## config.mk

```make
export PLATFORM = sky130hd
export DESIGN_NAME = stereo_polynomial_predictor_top
export DESIGN_NICKNAME = d
export VERILOG_FILES = /design/src/rtl/core/spp_pkg.sv /design/src/rtl/core/spp_channel.sv /design/src/rtl/core/stereo_polynomial_predictor_top.sv
export SDC_FILE = /design/constraint.sdc
export NUM_CORES = 1
export LEC_CHECK = 0
export ABC_AREA = 0
export BUFFER_PORTS_ARGS = -buffer_cell sky130_fd_sc_hd__buf_2
export CORE_AREA = 2 2 155 157
export CTS_CLUSTER_DIAMETER = 60
export DETAILED_ROUTE_END_ITERATION = 10
export DIE_AREA = 0 0 157 159
export GPL_TIMING_DRIVEN = 0
export PLACE_DENSITY = 0.78
export SYNTH_ARGS = -nofsm -noshare
export SYNTH_HDL_FRONTEND = slang
export SYNTH_SLANG_ARGS = --single-unit
```

## constraint.sdc

```tcl
create_clock -name aclk -period 17.5 [get_ports aclk]
set_input_delay 2.625 -clock aclk [delete_from_list [all_inputs] [get_ports aclk]]
set_output_delay 2.625 -clock aclk [all_outputs]
set_load 0.01 [all_outputs]
```

## src/rtl/core/spp_pkg.sv

```systemverilog
// ----------------------------------------------------------------------------
// spp_pkg
// shared widths, register codes, order codes and control struct for the
// stereo polynomial predictor
// ----------------------------------------------------------------------------
package spp_pkg;

    localparam int SAMPLE_WIDTH = 16;
    localparam int ORDER_WIDTH  = 2;
    localparam int CUT_WIDTH    = 4;
    localparam int CFG_IDX_W    = 2;
    localparam int CFG_DATA_W   = 4;
    localparam int WARM_WIDTH   = 2;

    localparam logic [CFG_IDX_W-1:0] REG_ORDER = 2'd0;
    localparam logic [CFG_IDX_W-1:0] REG_LOSSY = 2'd1;
    localparam logic [CFG_IDX_W-1:0] REG_CUT   = 2'd2;

    localparam logic [ORDER_WIDTH-1:0] ORDER_ZERO  = 2'd0;
    localparam logic [ORDER_WIDTH-1:0] ORDER_ONE   = 2'd1;
    localparam logic [ORDER_WIDTH-1:0] ORDER_TWO   = 2'd2;
    localparam logic [ORDER_WIDTH-1:0] ORDER_THREE = 2'd3;

    localparam logic [WARM_WIDTH-1:0] WARM_FULL = 2'd3;

    typedef logic signed [SAMPLE_WIDTH-1:0] sample_t;

    typedef struct packed {
        logic [ORDER_WIDTH-1:0] order;
        logic                   use_est;
        logic                   lossy;
        logic [CUT_WIDTH-1:0]   cut;
    } pred_ctl_t;

endpackage

```

## src/rtl/core/spp_channel.sv

```systemverilog
// ----------------------------------------------------------------------------
// spp_channel
// one channel: three-deep sample history, fixed polynomial estimate,
// wrapped residual and optional arithmetic right shift
// ----------------------------------------------------------------------------
module spp_channel
    import spp_pkg::*;
(
    input  logic      aclk,
    input  logic      aresetn,
    input  logic      advance,
    input  pred_ctl_t ctl,
    input  sample_t   sample,
    output sample_t   residual
);

    sample_t h0_reg, h1_reg, h2_reg;
    sample_t est;
    sample_t diff;

    always_ff @(posedge aclk) begin
        if (!aresetn) begin
            h0_reg <= '0;
            h1_reg <= '0;
            h2_reg <= '0;
        end else if (advance) begin
            h0_reg <= sample;
            h1_reg <= h0_reg;
            h2_reg <= h1_reg;
        end
    end

    always_comb begin
        est = '0;
        if (ctl.use_est) begin
            unique case (ctl.order)
                ORDER_ONE:   est = h0_reg;
                ORDER_TWO:   est = (h0_reg <<< 1) - h1_reg;
                ORDER_THREE: est = (h0_reg <<< 1) + h0_reg - (h1_reg <<< 1) - h1_reg + h2_reg;
                ORDER_ZERO:  est = (h0_reg <<< 1) + h0_reg - (h1_reg <<< 1) - h1_reg + h2_reg;
                default:     est = '0;
            endcase
        end
        diff = sample - est;
    end

    assign residual = ctl.lossy ? (diff >>> ctl.cut) : diff;

endmodule

```

## src/rtl/core/stereo_polynomial_predictor_top.sv

```systemverilog
// ----------------------------------------------------------------------------
// stereo_polynomial_predictor_top
// stereo fixed polynomial predictor of order one to three with optional
// lossy right shift of the residuals
// ----------------------------------------------------------------------------
// Each accepted frame gives one residual frame in the following cycle through a
// single output register; a new frame is taken in every cycle while the
// output register is empty or being drained, so throughput is one frame per
// clock. The estimate, residual and shift for both channels sit between the
// sample history registers and the output register. Configuration writes
// take effect at once and are meant for idle periods.
module stereo_polynomial_predictor_top
    import spp_pkg::*;
(
    input  logic                  aclk,
    input  logic                  aresetn,
    input  logic                  cfg_wr_en,
    input  logic [CFG_IDX_W-1:0]  cfg_wr_index,
    input  logic [CFG_DATA_W-1:0] cfg_wr_data,
    input  logic                  s_valid,
    output logic                  s_ready,
    input  sample_t               s_left_sample,
    input  sample_t               s_right_sample,
    output logic                  m_valid,
    input  logic                  m_ready,
    output sample_t               m_left_residual,
    output sample_t               m_right_residual
);

    logic [ORDER_WIDTH-1:0] order_reg;
    logic                   lossy_reg;
    logic [CUT_WIDTH-1:0]   cut_reg;
    logic [WARM_WIDTH-1:0]  warm_reg;
    logic [WARM_WIDTH-1:0]  warm_next;
    logic [ORDER_WIDTH-1:0] eff_order;
    logic                   m_valid_reg;
    logic                   m_valid_next;
    sample_t                left_res_reg;
    sample_t                right_res_reg;
    sample_t                left_res;
    sample_t                right_res;
    logic                   in_xfer;
    pred_ctl_t              ctl;

    assign s_ready = !m_valid_reg || m_ready;
    assign in_xfer = s_valid && s_ready;

    // order zero behaves as order three
    assign eff_order = (order_reg == ORDER_ZERO) ? ORDER_THREE : order_reg;

    assign ctl.order   = order_reg;
    assign ctl.use_est = (warm_reg >= eff_order);
    assign ctl.lossy   = lossy_reg;
    assign ctl.cut     = cut_reg;

    always_ff @(posedge aclk) begin
        if (!aresetn) begin
            order_reg <= ORDER_ONE;
            lossy_reg <= 1'b0;
            cut_reg   <= '0;
        end else if (cfg_wr_en) begin
            unique case (cfg_wr_index)
                REG_ORDER: order_reg <= cfg_wr_data[ORDER_WIDTH-1:0];
                REG_LOSSY: lossy_reg <= cfg_wr_data[0];
                REG_CUT:   cut_reg   <= cfg_wr_data[CUT_WIDTH-1:0];
                default: begin
                end
            endcase
        end
    end

    always_comb begin
        warm_next = warm_reg;
        if (in_xfer && (warm_reg != WARM_FULL)) begin
            warm_next = warm_reg + 1'b1;
        end
        m_valid_next = m_valid_reg;
        if (in_xfer) begin
            m_valid_next = 1'b1;
        end else if (m_ready) begin
            m_valid_next = 1'b0;
        end
    end

    always_ff @(posedge aclk) begin
        if (!aresetn) begin
            warm_reg    <= '0;
            m_valid_reg <= 1'b0;
        end else begin
            warm_reg    <= warm_next;
            m_valid_reg <= m_valid_next;
        end
    end

    always_ff @(posedge aclk) begin
        if (in_xfer) begin
            left_res_reg  <= left_res;
            right_res_reg <= right_res;
        end
    end

    spp_channel u_left (
        .aclk     (aclk),
        .aresetn  (aresetn),
        .advance  (in_xfer),
        .ctl      (ctl),
        .sample   (s_left_sample),
        .residual (left_res)
    );

    spp_channel u_right (
        .aclk     (aclk),
        .aresetn  (aresetn),
        .advance  (in_xfer),
        .ctl      (ctl),
        .sample   (s_right_sample),
        .residual (right_res)
    );

    assign m_valid          = m_valid_reg;
    assign m_left_residual  = left_res_reg;
    assign m_right_residual = right_res_reg;

    a_empty_takes_input : assert property (@(posedge aclk) disable iff (!aresetn)
        !m_valid_reg |-> s_ready)
        else $error("input stalled while output register empty");

    a_transfer_gives_result : assert property (@(posedge aclk) disable iff (!aresetn)
        in_xfer |=> m_valid)
        else $error("accepted frame produced no result");

    a_warm_counts : assert property (@(posedge aclk) disable iff (!aresetn)
        (in_xfer && (warm_reg != WARM_FULL)) |=> (warm_reg == $past(warm_reg) + 1'b1))
        else $error("warm-up count missed a transfer");

    a_warm_holds : assert property (@(posedge aclk) disable iff (!aresetn)
        !in_xfer |=> $stable(warm_reg))
        else $error("warm-up count moved without a transfer");

endmodule

```

==> out/qor.txt <==
Core Region: 23200 µm²
Async S/R FF share, synth: 0
Synth Net Count: 1922
Post-CTS Hold Buffers: 0
CTS tree: done
Non-Filler Instances: 2116
CP Launch Point: u_right.h2_reg[2]
CP required: 17640 ps
H-tree lvl count: 4
Pwr Density: 93.9 nW/µm²
largest net degree at the start of global routing: 33
overall routing resource usage: 0.330
# rows: 56
CP arrival: 7770 ps
Cells after Synth: 1690
Worst Tran Pin Value: 927 ps
initial antenna violation count: 0
fill cell count: 1961
number of synthesized register bits: 138
DRT iter0 DRCs: 1164
die outline area: 25000 µm²
Skew-Pair Late Insertion Delay: 440 ps
final setup margin: 9870 ps
DPL Wire Length: 32.1 mm
nets: 2017
clk_skew: 9.63 ps
VDD IR max: 72.6 µV
commonest cells after routing, fill and taps aside: 259 x nand2_1, 254 x inv_1, 106 x dfxtp_1, 100 x a21boi_0, 99 x ha_1
post-synthesis sequential area ratio: 0.223
largest family of logic cells by synthesized area: compound AO/OA/AOI/OAI gates
vias per cell: 6.03
Final Util: 0.659
# Max-Cap Violations: 0
post-synthesis compound-gate area fraction: 0.229
Cell Area, Synth: 13900 µm²
pre-CTS setup slack: 10180 ps
most common cell after layout, fill and taps aside: nand2_1
vias in the first global route: 12400
Slew HR: 0.382
R2R cell count: 29
adder and majority gate portion of the synthesized area: 0.219
Finish-stage setup viols: 0
Routed Antenna Nets: 0
final-report hold violation count: 0
CP max stage delay: 660 ps
final WL: 40.2 mm
global-route wire length before repair: 64.5 mm
routability congestion estimate from global placement: 0.965
n_diodes: 0
reg2reg setup slack: 9870 ps
Resized cells post-CTS: 0
Setup crit end: m_right_residual[3]
Synth Area in Simple Gates: 0.141
PortBufs: 75
P&R area growth vs syn: 10.2%
Final Cycle Share: 0.436
Yosys cell types: 79
hold crit path type: reg -> reg
Startpoint Class: register
Fin Setup TNS: 0 ps
Avg WL per Cell: 19.0 µm
clk root buf: clkbuf_16
Clock Pin Slew Worst Setup and Hold Paths: 60 ps
Top FF cell, synth: dfxtp_1
die height: 159 µm
CP Max Fanout: 10
DR pass1 iterations: 6
crit path time final: 7630 ps
multiplexer share of the synthesized area: 0.0430
CTS buffer count: 17
total number of yosys warnings: 0
r2r startpoint: u_right.h2_reg[2]
via count: 12800
Post-Synth XOR/XNOR Area: 0.0549
Leakage: 6.39 nW
Initial Utilization: 0.597
RSZ-0062 raised after global routing: no
most frequent CP cell: inv_1
share of cells above drive strength 1: 0.0818
Avg Inst Size Synth: 8.20 µm²
Total Power: 0.00143 W
Num Clock Sinks: 138
die width: 157 µm
placed cells: 2085
setup repair bufs after CTS: 0
total I/O pin count: 77
WS Path Type: reg -> reg
slowest stage cell, crit path: o41ai_1
R2R Path End: m_right_residual[3]
fmax: 0.131 GHz
Longest Clk Path Bufs: 2
CP endpoint kind: register
Overflow after GRT: 0
Slew Viols, Final: 0
status: complete, no violations
Post-synth EDFFs: 32
Post-route DRC: 0
[synthesized netlist by cell type (all sizes together) (11+ instances only)]
cell    count  area (µm²)
nor2b      20         125
xnor2      49         437
ha         99        1240
a21o       23         173
a21boi    100         751
a21oi      81         405
inv       258         968
o221ai     23         201
dfxtp     106        2120
nor3       20         100
nand3      15        75.1
edfxtp     32         961
a211oi     14         105
o31ai      14         119
clkbuf     67         251
mux4       11         248
nand2     260         983
or3        12        85.1
fa         90        1800
a31oi      13        87.6
nor2       72         270
o21a       25         195
mux2i      28         280
xor2       37         324
o21ai      65         329
o211ai     29         218
[metrics by stage]
| step | hold WS [ps] | instance area [µm²] |
|---|---|---|
| after floorplan | 443 | 13900 |
| after global placement | 450 | 14600 |
| after detailed placement | 459 | 14700 |
| after CTS | 467 | 15300 |
| after global routing | 489 | 15300 |
| final | 465 | 15300 |
[layout make-up]
cell class              instances  area, µm²  share of cell area
inverters                     260        976              0.0639
repair buffers                 76        395              0.0259
clock buffers                  21        483              0.0316
plain buffers                  73        279              0.0183
clock inverters                10        140             0.00918
well taps                     319        399              0.0261
flip-flops and latches        138       3080               0.202
multi-input cells            1219       9520               0.623
[worst max-delay path, delay by kind of cell, from the launching register on]
kind | cells | cell delay, ps
AOI/OAI and AO/OA | 13 | 2900
buffers and inverters | 6 | 580
xor gates and xnor gates | 3 | 910
muxes | 1 | 160
adders and majority gates | 5 | 2090
DFF | 1 | 320
and+or+nand+nor | 1 | 350
[worst min-delay path by stage]
stage                     depth (start not counted)                end               from  slack (ps)
after global placement                            2  u_right.h2_reg[6]  u_right.h2_reg[6]         450
after floorplan                                   2   u_left.h2_reg[0]   u_left.h2_reg[0]         440
after detailed placement                          2  u_right.h2_reg[0]  u_right.h2_reg[0]         460
after CTS                                         2   u_left.h2_reg[7]   u_left.h2_reg[7]         470
after global routing                              2  u_right.h2_reg[6]  u_right.h2_reg[6]         490
final                                             2  u_right.h2_reg[3]  u_right.h2_reg[3]         460
[logic make-up after synthesis]
group,count (synthesis)
AOI/OAI and AO/OA,454
adders and majority gates,189
xor gates and xnor gates,86
and+or+nand+nor,445
DFF,138
muxes,45
buffers and inverters,333
[report_power, final]
group,leakage (nW),internal [W],switching [W]
clock network,0.311,0.000240,0.000149
registers,1.17,0.000354,0.0000170
logic,4.91,0.000270,0.000404
total,6.39,0.000865,0.000570
[layer usage]
layer | routed length (µm) | part of all wire | global-route usage
met1 | 16300 | 0.41 | 0.432
met2 | 18900 | 0.47 | 0.547
met3 | 3640 | 0.091 | 0.0569
met4 | 1300 | 0.032 | 0.118
met5 | 0 | 0 | 0
No activity file was read; power rests on OpenSTA's default activity.
